## config.mk

```make
export PLATFORM = sky130hd
export DESIGN_NAME = hunk_executable_parser
export DESIGN_NICKNAME = d
export VERILOG_FILES = /design/src/sv/hep_pkg.sv /design/src/sv/hunk_executable_parser.sv /design/src/sv/hep_in_reg.sv /design/src/sv/hep_parse.sv /design/src/sv/hep_out_reg.sv
export VERILOG_INCLUDE_DIRS = /design/src /design/src/sv
export SDC_FILE = /design/constraint.sdc
export NUM_CORES = 1
export LEC_CHECK = 0
export BUFFER_PORTS_ARGS = -buffer_cell sky130_fd_sc_hd__buf_2
export CORE_ASPECT_RATIO = 1.75
export CORE_MARGIN = 2
export CORE_UTILIZATION = 27
export CTS_BUF_LIST = sky130_fd_sc_hd__clkbuf_16
export DETAILED_ROUTE_END_ITERATION = 8
export GPL_TIMING_DRIVEN = 0
export SYNTH_ARGS = -nofsm -noshare
export SYNTH_HDL_FRONTEND = slang
export SYNTH_SLANG_ARGS = --single-unit
```

## constraint.sdc

```tcl
create_clock -name clk -period 19.1 [get_ports clk]
set_input_delay 1.91 -clock clk [delete_from_list [all_inputs] [get_ports clk]]
set_output_delay 1.91 -clock clk [all_outputs]
set_load 0.01 [all_outputs]
```

## src/sv/hunk_executable_parser_assert.svh

```systemverilog
// Assertion macros for the hunk parser RTL.
// Each macro expects clk and rst_n in scope of the module that uses it.
`ifndef HUNK_EXECUTABLE_PARSER_ASSERT_SVH
`define HUNK_EXECUTABLE_PARSER_ASSERT_SVH

// Same-cycle implication, disabled during reset.
`define HEP_ASSERT_NOW(lbl, ante, cons, msg) \
  lbl: assert property (@(posedge clk) disable iff (!rst_n) (ante) |-> (cons)) \
    else $error(msg);

// Next-cycle implication, disabled during reset.
`define HEP_ASSERT_NEXT(lbl, ante, cons, msg) \
  lbl: assert property (@(posedge clk) disable iff (!rst_n) (ante) |=> (cons)) \
    else $error(msg);

`endif

```

## src/sv/hep_pkg.sv

```systemverilog
// Shared types and constants for the hunk executable parser.
// No dependencies.
package hep_pkg;

  localparam logic [31:0] TYPE_CODE   = 32'h0000_03E9;
  localparam logic [31:0] TYPE_DATA   = 32'h0000_03EA;
  localparam logic [31:0] TYPE_BSS    = 32'h0000_03EB;
  localparam logic [31:0] TYPE_RELOC  = 32'h0000_03EC;
  localparam logic [31:0] TYPE_SYMBOL = 32'h0000_03F0;
  localparam logic [31:0] TYPE_END    = 32'h0000_03F2;
  localparam logic [31:0] TYPE_HEADER = 32'h0000_03F3;

  localparam logic [1:0] KIND_SIZE  = 2'd0;
  localparam logic [1:0] KIND_START = 2'd1;
  localparam logic [1:0] KIND_RELOC = 2'd2;
  localparam logic [1:0] KIND_ERROR = 2'd3;

  typedef struct packed {
    logic [1:0]  kind;
    logic [15:0] hunk_index;
    logic [31:0] dest_hunk;
    logic [31:0] value;
  } hep_result_t;

endpackage

```

## src/sv/hunk_executable_parser.sv

```systemverilog
// Hunk executable stream parser: one longword per item, at most one result per item.
// A word is held in the input register and its result in the result register, which drives the out ports.
// Throughput: one word per cycle; a word that yields a result waits only on a full result reg not being read.
// Reset (synchronous, active low) clears parse state, counters, halt flag and both valids.
// Depends on hep_pkg, hep_in_reg, hep_parse and hep_out_reg.
module hunk_executable_parser (
  input  logic        clk,
  input  logic        rst_n,
  input  logic        in_valid,
  output logic        in_ready,
  input  logic [31:0] in_word,
  output logic        out_valid,
  input  logic        out_ready,
  output logic [1:0]  out_kind,
  output logic [15:0] out_hunk_index,
  output logic [31:0] out_dest_hunk,
  output logic [31:0] out_value
);
  import hep_pkg::*;

  logic        word_valid;
  logic [31:0] word;
  logic        emit;
  logic        free;
  logic        take;
  hep_result_t res;

  // advance the held word unless its result has nowhere to go
  assign take = word_valid && (!emit || free);

  hep_in_reg u_in (
    .clk        (clk),
    .rst_n      (rst_n),
    .in_valid   (in_valid),
    .in_ready   (in_ready),
    .in_word    (in_word),
    .take       (take),
    .word_valid (word_valid),
    .word       (word)
  );

  hep_parse u_parse (
    .clk   (clk),
    .rst_n (rst_n),
    .word  (word),
    .take  (take),
    .emit  (emit),
    .res   (res)
  );

  hep_out_reg u_out (
    .clk            (clk),
    .rst_n          (rst_n),
    .load           (take && emit),
    .res            (res),
    .free           (free),
    .out_valid      (out_valid),
    .out_ready      (out_ready),
    .out_kind       (out_kind),
    .out_hunk_index (out_hunk_index),
    .out_dest_hunk  (out_dest_hunk),
    .out_value      (out_value)
  );

endmodule

```

## src/sv/hep_in_reg.sv

```systemverilog
// Input register stage of the hunk parser: holds one word until consumed.
// Depends on nothing but the clock and reset.
module hep_in_reg (
  input  logic        clk,
  input  logic        rst_n,
  input  logic        in_valid,
  output logic        in_ready,
  input  logic [31:0] in_word,
  input  logic        take,
  output logic        word_valid,
  output logic [31:0] word
);

  logic        valid_r;
  logic [31:0] word_r;

  assign in_ready   = !valid_r || take;
  assign word_valid = valid_r;
  assign word       = word_r;

  always_ff @(posedge clk) begin
    if (!rst_n) begin
      valid_r <= 1'b0;
    end else if (in_ready) begin
      valid_r <= in_valid;
    end
  end

  always_ff @(posedge clk) begin
    if (in_valid && in_ready) begin
      word_r <= in_word;
    end
  end

endmodule

```

## src/sv/hep_parse.sv

```systemverilog
// Hunk structure tracker: parse state, counters and result formation.
// Depends on hep_pkg and hunk_executable_parser_assert.svh.
`include "hunk_executable_parser_assert.svh"

module hep_parse (
  input  logic                clk,
  input  logic                rst_n,
  input  logic [31:0]         word,
  input  logic                take,
  output logic                emit,
  output hep_pkg::hep_result_t res
);
  import hep_pkg::*;

  typedef enum logic [15:0] {
    M_TYPE        = 16'h0001,
    M_LIB_LEN     = 16'h0002,
    M_LIB_SKIP    = 16'h0004,
    M_TBL_SIZE    = 16'h0008,
    M_FIRST       = 16'h0010,
    M_LAST        = 16'h0020,
    M_TABLE       = 16'h0040,
    M_CODE_SIZE   = 16'h0080,
    M_BSS_SIZE    = 16'h0100,
    M_CONTENT     = 16'h0200,
    M_RELOC_COUNT = 16'h0400,
    M_RELOC_TGT   = 16'h0800,
    M_RELOC_OFS   = 16'h1000,
    M_SYM_LEN     = 16'h2000,
    M_SYM_NAME    = 16'h4000,
    M_SYM_VALUE   = 16'h8000
  } hep_mode_t;

  hep_mode_t   mode_r,   mode_nxt;
  logic [31:0] words_r,  words_nxt;
  logic [31:0] tgt_r,    tgt_nxt;
  logic [15:0] hunk_r,   hunk_nxt;
  logic [31:0] pos_r,    pos_nxt;
  logic [31:0] tleft_r,  tleft_nxt;
  logic [15:0] tpos_r,   tpos_nxt;
  logic        halted_r, halted_nxt;

  logic [31:0] after;
  logic [31:0] words_dec;
  logic [31:0] tleft_dec;

  always_comb begin
    mode_nxt   = mode_r;
    words_nxt  = words_r;
    tgt_nxt    = tgt_r;
    hunk_nxt   = hunk_r;
    pos_nxt    = pos_r;
    tleft_nxt  = tleft_r;
    tpos_nxt   = tpos_r;
    halted_nxt = halted_r;
    emit       = 1'b0;
    res        = '{kind: KIND_SIZE, hunk_index: 16'd0, dest_hunk: 32'd0, value: 32'd0};
    after      = pos_r + 32'd4;
    words_dec  = words_r - 32'd1;
    tleft_dec  = tleft_r - 32'd1;

    if (!halted_r) begin
      pos_nxt = after;
      unique case (mode_r)
        M_TYPE: begin
          if (word == TYPE_HEADER) begin
            mode_nxt = M_LIB_LEN;
          end else if (word == TYPE_CODE || word == TYPE_DATA) begin
            mode_nxt = M_CODE_SIZE;
          end else if (word == TYPE_BSS) begin
            mode_nxt = M_BSS_SIZE;
          end else if (word == TYPE_RELOC) begin
            mode_nxt = M_RELOC_COUNT;
          end else if (word == TYPE_SYMBOL) begin
            mode_nxt = M_SYM_LEN;
          end else if (word == TYPE_END) begin
            hunk_nxt = hunk_r + 16'd1;
          end else begin
            // unknown type word: report it once, then drop everything
            halted_nxt = 1'b1;
            emit       = 1'b1;
            res.kind   = KIND_ERROR;
            res.value  = word;
          end
        end
        M_LIB_LEN: begin
          if (word == 32'd0) begin
            mode_nxt = M_TBL_SIZE;
          end else begin
            words_nxt = word;
            mode_nxt  = M_LIB_SKIP;
          end
        end
        M_LIB_SKIP: begin
          words_nxt = words_dec;
          if (words_dec == 32'd0) mode_nxt = M_LIB_LEN;
        end
        M_TBL_SIZE: begin
          tleft_nxt = word;
          tpos_nxt  = 16'd0;
          mode_nxt  = M_FIRST;
        end
        M_FIRST: begin
          mode_nxt = M_LAST;
        end
        M_LAST: begin
          mode_nxt = (tleft_r == 32'd0) ? M_TYPE : M_TABLE;
        end
        M_TABLE: begin
          emit           = 1'b1;
          res.kind       = KIND_SIZE;
          res.hunk_index = tpos_r;
          res.value      = word;
          tpos_nxt       = tpos_r + 16'd1;
          tleft_nxt      = tleft_dec;
          if (tleft_dec == 32'd0) mode_nxt = M_TYPE;
        end
        M_CODE_SIZE: begin
          emit           = 1'b1;
          res.kind       = KIND_START;
          res.hunk_index = hunk_r;
          res.value      = after;
          words_nxt      = word;
          mode_nxt       = (word == 32'd0) ? M_TYPE : M_CONTENT;
        end
        M_BSS_SIZE: begin
          emit           = 1'b1;
          res.kind       = KIND_START;
          res.hunk_index = hunk_r;
          res.value      = after;
          mode_nxt       = M_TYPE;
        end
        M_CONTENT: begin
          words_nxt = words_dec;
          if (words_dec == 32'd0) mode_nxt = M_TYPE;
        end
        M_RELOC_COUNT: begin
          if (word == 32'd0) begin
            mode_nxt = M_TYPE;
          end else begin
            words_nxt = word;
            mode_nxt  = M_RELOC_TGT;
          end
        end
        M_RELOC_TGT: begin
          tgt_nxt  = word;
          mode_nxt = M_RELOC_OFS;
        end
        M_RELOC_OFS: begin
          emit           = 1'b1;
          res.kind       = KIND_RELOC;
          res.hunk_index = hunk_r;
          res.dest_hunk  = tgt_r;
          res.value      = word;
          words_nxt      = words_dec;
          if (words_dec == 32'd0) mode_nxt = M_RELOC_COUNT;
        end
        M_SYM_LEN: begin
          if (word == 32'd0) begin
            mode_nxt = M_TYPE;
          end else begin
            words_nxt = word;
            mode_nxt  = M_SYM_NAME;
          end
        end
        M_SYM_NAME: begin
          words_nxt = words_dec;
          if (words_dec == 32'd0) mode_nxt = M_SYM_VALUE;
        end
        M_SYM_VALUE: begin
          mode_nxt = M_SYM_LEN;
        end
        default: begin
          mode_nxt = M_SYM_LEN;
        end
      endcase
    end
  end

  always_ff @(posedge clk) begin
    if (!rst_n) begin
      mode_r   <= M_TYPE;
      words_r  <= 32'd0;
      tgt_r    <= 32'd0;
      hunk_r   <= 16'd0;
      pos_r    <= 32'd0;
      tleft_r  <= 32'd0;
      tpos_r   <= 16'd0;
      halted_r <= 1'b0;
    end else if (take) begin
      mode_r   <= mode_nxt;
      words_r  <= words_nxt;
      tgt_r    <= tgt_nxt;
      hunk_r   <= hunk_nxt;
      pos_r    <= pos_nxt;
      tleft_r  <= tleft_nxt;
      tpos_r   <= tpos_nxt;
      halted_r <= halted_nxt;
    end
  end

  `HEP_ASSERT_NEXT(a_halt_sticky, halted_r, halted_r, "halt flag cleared without reset")
  `HEP_ASSERT_NOW(a_quiet_halted, halted_r, !emit, "result formed while halted")
  `HEP_ASSERT_NEXT(a_error_halts, take && emit && res.kind == KIND_ERROR, halted_r, "error did not halt")
  `HEP_ASSERT_NEXT(a_pos_step, take && !halted_r, pos_r == $past(pos_r) + 32'd4, "byte position skipped")

endmodule

```

## src/sv/hep_out_reg.sv

```systemverilog
// Result register of the hunk parser: holds one result until taken.
// Depends on hep_pkg.
module hep_out_reg (
  input  logic                clk,
  input  logic                rst_n,
  input  logic                load,
  input  hep_pkg::hep_result_t res,
  output logic                free,
  output logic                out_valid,
  input  logic                out_ready,
  output logic [1:0]          out_kind,
  output logic [15:0]         out_hunk_index,
  output logic [31:0]         out_dest_hunk,
  output logic [31:0]         out_value
);
  import hep_pkg::*;

  logic        valid_r;
  hep_result_t res_r;

  assign free           = !valid_r || out_ready;
  assign out_valid      = valid_r;
  assign out_kind       = res_r.kind;
  assign out_hunk_index = res_r.hunk_index;
  assign out_dest_hunk  = res_r.dest_hunk;
  assign out_value      = res_r.value;

  always_ff @(posedge clk) begin
    if (!rst_n) begin
      valid_r <= 1'b0;
    end else if (load) begin
      valid_r <= 1'b1;
    end else if (out_ready) begin
      valid_r <= 1'b0;
    end
  end

  always_ff @(posedge clk) begin
    if (load) begin
      res_r <= res;
    end
  end

endmodule
```

==> impl_metrics.tcl <==
set metrics [dict create \
    outcome "finished, final reports clean" \
    drt_iter0_markers 1290 \
    p_seq_share_pct 50.0 \
    cts_made_buffers 30 \
    crit_arrival_ns 4.50 \
    cts.path.max_buffers 3 \
    gp_congestion 0.972 \
    synthTopCellsByArea "dfxtp_1 (23%), edfxtp_1 (23%), nand2_1 (5.4%), a21oi_1 (4.6%), nor2_1 (4.5%)" \
    grtUsageTotal_pct 20.0 \
    dpl.hpwl_um 44300 \
    crit_chain "clkbuf_1 -> inv_1 -> a32oi_1 -> a2111oi_0 -> o211ai_1 -> o21a_1 -> buf_2 -> clkbuf_1 -> nand2_1 -> buf_2" \
    fmax_mhz 156 \
    dieHeight_um 317 \
    finalClockSkew_ns 0.0263 \
    insertion_delay_ns 0.61 \
    required_ns 17.19 \
    min_period_ns 6.41 \
    synth_largest_area_cell "dfxtp_1" \
    area_growth_pct 17.3 \
    holdWs_ns 0.451 \
    finalCritPeriodShare_pct 33.6 \
    grt_remaining_overflow 0 \
    final_nets 1946 \
    synth_nets 1787 \
    worstSetupEndpointType "primary output" \
    leakage_nw 6.35 \
    wl_per_cell_um 22.6 \
    synth_edf_count 114 \
    min_to "u_parse.tgt_r[14]$_SDFFE_PN0P_" \
    dp.cells 2567 \
    cts_tree "yes" \
    antenna_found_initial 1 \
    reg2regPathDepth 11 \
    setup.worst_path.start_class "flip-flop" \
    setup_viol 0 \
    power_density_nw_per_um2 76.6 \
    cts_resized 0 \
    r2r_slack_ns 14.11 \
    cts_root_buf "clkbuf_16" \
    top_level_ports 120 \
    multi_input_area_um2 7560 \
    drc 0 \
    wirelength_um 59400 \
    max_stage_delay_ns 0.68 \
    seqCellArea_um2 6970 \
    drive_above_1_share_pct 11.4 \
    port_buffers 118 \
    async_reset_ff_share_pct 0 \
    synth_top_family_by_area "simple AND/OR/NAND/NOR gates" \
    design.die.area_um2 57900 \
    switching_share_pct 24.6 \
    worst_pin_slew_ns 1.09 \
    post-cts-setup-buffers 0 \
    fp.coreArea_um2 55200 \
    synth-simple-area-share_pct 27.0 \
    rsz0062_at_grt "false" \
    fin_cells 2624 \
    slowest_stage "o211ai_1" \
    finalSetupTns_ns 0 \
    ys_types 76 \
    hold_class "reg2reg" \
    grt_max_degree 21 \
    htree_levels 1 \
    r2r_start "u_parse.mode_r[3]$_SDFFE_PN0P_" \
    intPower_mw 1.02 \
    yosysSeqAreaShare_pct 46.1 \
    ir_drop_mv 0.0743 \
    grt_pass1_wl_um 87600 \
    syn_area_um2 15100 \
    ys_ff_latch 291 \
    rows 114 \
    avgSynthCellArea_um2 8.66 \
    path_buf_inv 5 \
    start_util_pct 27.4 \
    synth_xor_xnor_area_share_pct 4.70 \
    grt_pass1_vias 14200 \
    comb_power_share_pct 4.9 \
    synth_compound_area_share_pct 16.7 \
    reg2reg_to "u_parse.words_r[16]$_SDFFE_PN0P_" \
    synth_mux_area_share_pct 0.928 \
    clkPwrFrac_pct 45.1 \
    crit_type "reg2out" \
    fillers 5735 \
    clock-sinks 291 \
    path_clk_slew_ns 0.07 \
    drv_cap 0 \
    vias 14500 \
    hold_buffers 0 \
    firstDrtPassIters 6 \
    worstHoldStart "u_parse.tgt_r[14]$_SDFFE_PN0P_" \
    synth_top_area_share_pct 23.5 \
    ant_nets 0 \
    drv_slew 0 \
    hold_path_depth 2 \
    critPathTopFamily "buffers and inverters" \
    synth_fa_ha_area_share_pct 0.580 \
    vias_per_cell 5.54 \
    hold_viol_final 0 \
    synthCells 1744 \
    p_sw_uw 334 \
    yosys_warnings 0 \
    slew_headroom_pct 26.6 \
    critPathMaxFanout 10 \
    die_x_um 183 \
    synth_top_flop_cell "dfxtp_1" \
]
layout by cell type, fill, tap and decap left out, types with 31 or more instances in the layout:
cell type and count:
o21ai_0 79, nand4_1 38, buf_2 125, xnor2_1 36, edfxtp_1 114, or3_1 36
a22oi_1 46, nor2_1 179, inv_1 31, and2_1 47, a21oi_1 139, dfxtp_1 177
clkbuf_1 105, xor2_1 45, nand2_1 219, nand3_1 58, nor4_1 34, nor3_1 49
cell usage after synthesis, drive strengths merged, types with 10 or more instances:
cell type and number:
buf 14, mux2i 14, and2 48, or2 12, nand3b 10, a21oi 140
or4 19, xor2 45, dfxtp 177, a31oi 13, a22oi 46, nand4 38
clkbuf 105, nor3 51, nor2 179, edfxtp 114, o21ai 80, or3 36
and3 30, nor4b 10, nand4b 10, o21a 19, o31ai 18, inv 30
nand3 58, nand2 220, nor2b 11, a21boi 10, xnor2 36, o211ai 10
nor4 39
cells by family (layout without fill, tap and decap cells):
family / count (synthesis) / count (layout)
DFF: 291 / 291
AOI/OAI and AO/OA: 401 / 401
muxes: 14 / 14
and+or+nand+nor: 801 / 801
buffers and inverters: 149 / 332
other: 0 / 1
adders and majority gates: 7 / 7
xor gates and xnor gates: 81 / 81
sequential cells by signal, indices dropped and copies added (netlist names):
register              count
u_parse.mode_r           16
u_out.out_valid           1
u_in.word                32
u_out.out_value          32
u_parse.tpos_r           16
u_parse.pos_r            30
u_parse.tleft_r          32
u_out.out_kind            2
u_parse.words_r          32
u_parse.tgt_r            32
u_out.out_hunk_index     16
u_in.word_valid           1
u_out.out_dest_hunk      32
u_parse.hunk_r           16
u_parse.halted_r          1
metal layers:
layer  part of all wire [%]  GRT usage (%)  wire (µm)
met2                     49           35.2      29200
met3                    6.6           3.23       3890
met4                    8.1           14.4       4790
met1                     36           21.8      21500
met5                      0              0          0
worst reg2reg max path, stage by stage (launching register included):
cell	delay (ns)
dfxtp_1	0.30
clkbuf_1	0.18
nor4_1	0.86
nand4_1	0.31
nor3b_1	0.91
a211o_1	0.44
a211oi_1	0.18
nor3_1	0.25
clkbuf_1	0.53
clkbuf_1	0.55
nand2_1	0.13
a21oi_1	0.25
worst max path at each step:
stage                                   startpoint                               endpoint  slack [ns]  cells past startpoint
floorplan                                out_ready   u_out.out_dest_hunk[0]$_SDFFCE_PP0P_       10.71                      3
global placement    u_parse.mode_r[3]$_SDFFE_PN0P_  u_out.out_dest_hunk[10]$_SDFFCE_PP0P_        7.77                      7
detailed placement  u_parse.mode_r[3]$_SDFFE_PN0P_                               in_ready       13.44                     10
CTS                 u_parse.mode_r[3]$_SDFFE_PN0P_                               in_ready       12.80                     10
global route        u_parse.mode_r[3]$_SDFFE_PN0P_                               in_ready       12.41                     10
finish                      u_in.word[2]$_DFFE_PP_                               in_ready       12.69                     10
power groups by stage:
stage / Combinational, mW / Sequential (mW) / Clock (mW)
finish: 0.0662 / 0.679 / 0.612
global route: 0.0708 / 0.678 / 0.648
CTS: 0.0659 / 0.678 / 0.625
detailed placement: 0.0656 / 0.691 / 0
global placement: 0.0616 / 0.694 / 0
floorplan: 0.0286 / 0.685 / 0
final cells by class:
class	instances	share of cell area, %
Antenna cell	1	0.0141
Sequential cell	291	39.3
Tap cell	696	4.92
Timing Repair Buffer	127	4.00
Clock buffer	30	4.24
Multi-Input combinational cell	1304	42.7
Buffer	119	2.66
Clock inverter	26	1.50
Inverter	30	0.636
through the flow:
stage	util (%)	worst slack [ns]	power (mW)	instance area [µm²]
final	32.1	12.69	1.36	17700
after global routing	32.1	12.41	1.40	17700
after CTS	32.1	12.80	1.37	17700
after detailed placement	30.2	13.44	0.757	16700
after global placement	30.0	7.77	0.756	16600
after floorplan	-	10.71	0.714	15100
No activity file was read; power rests on OpenSTA's default activity.
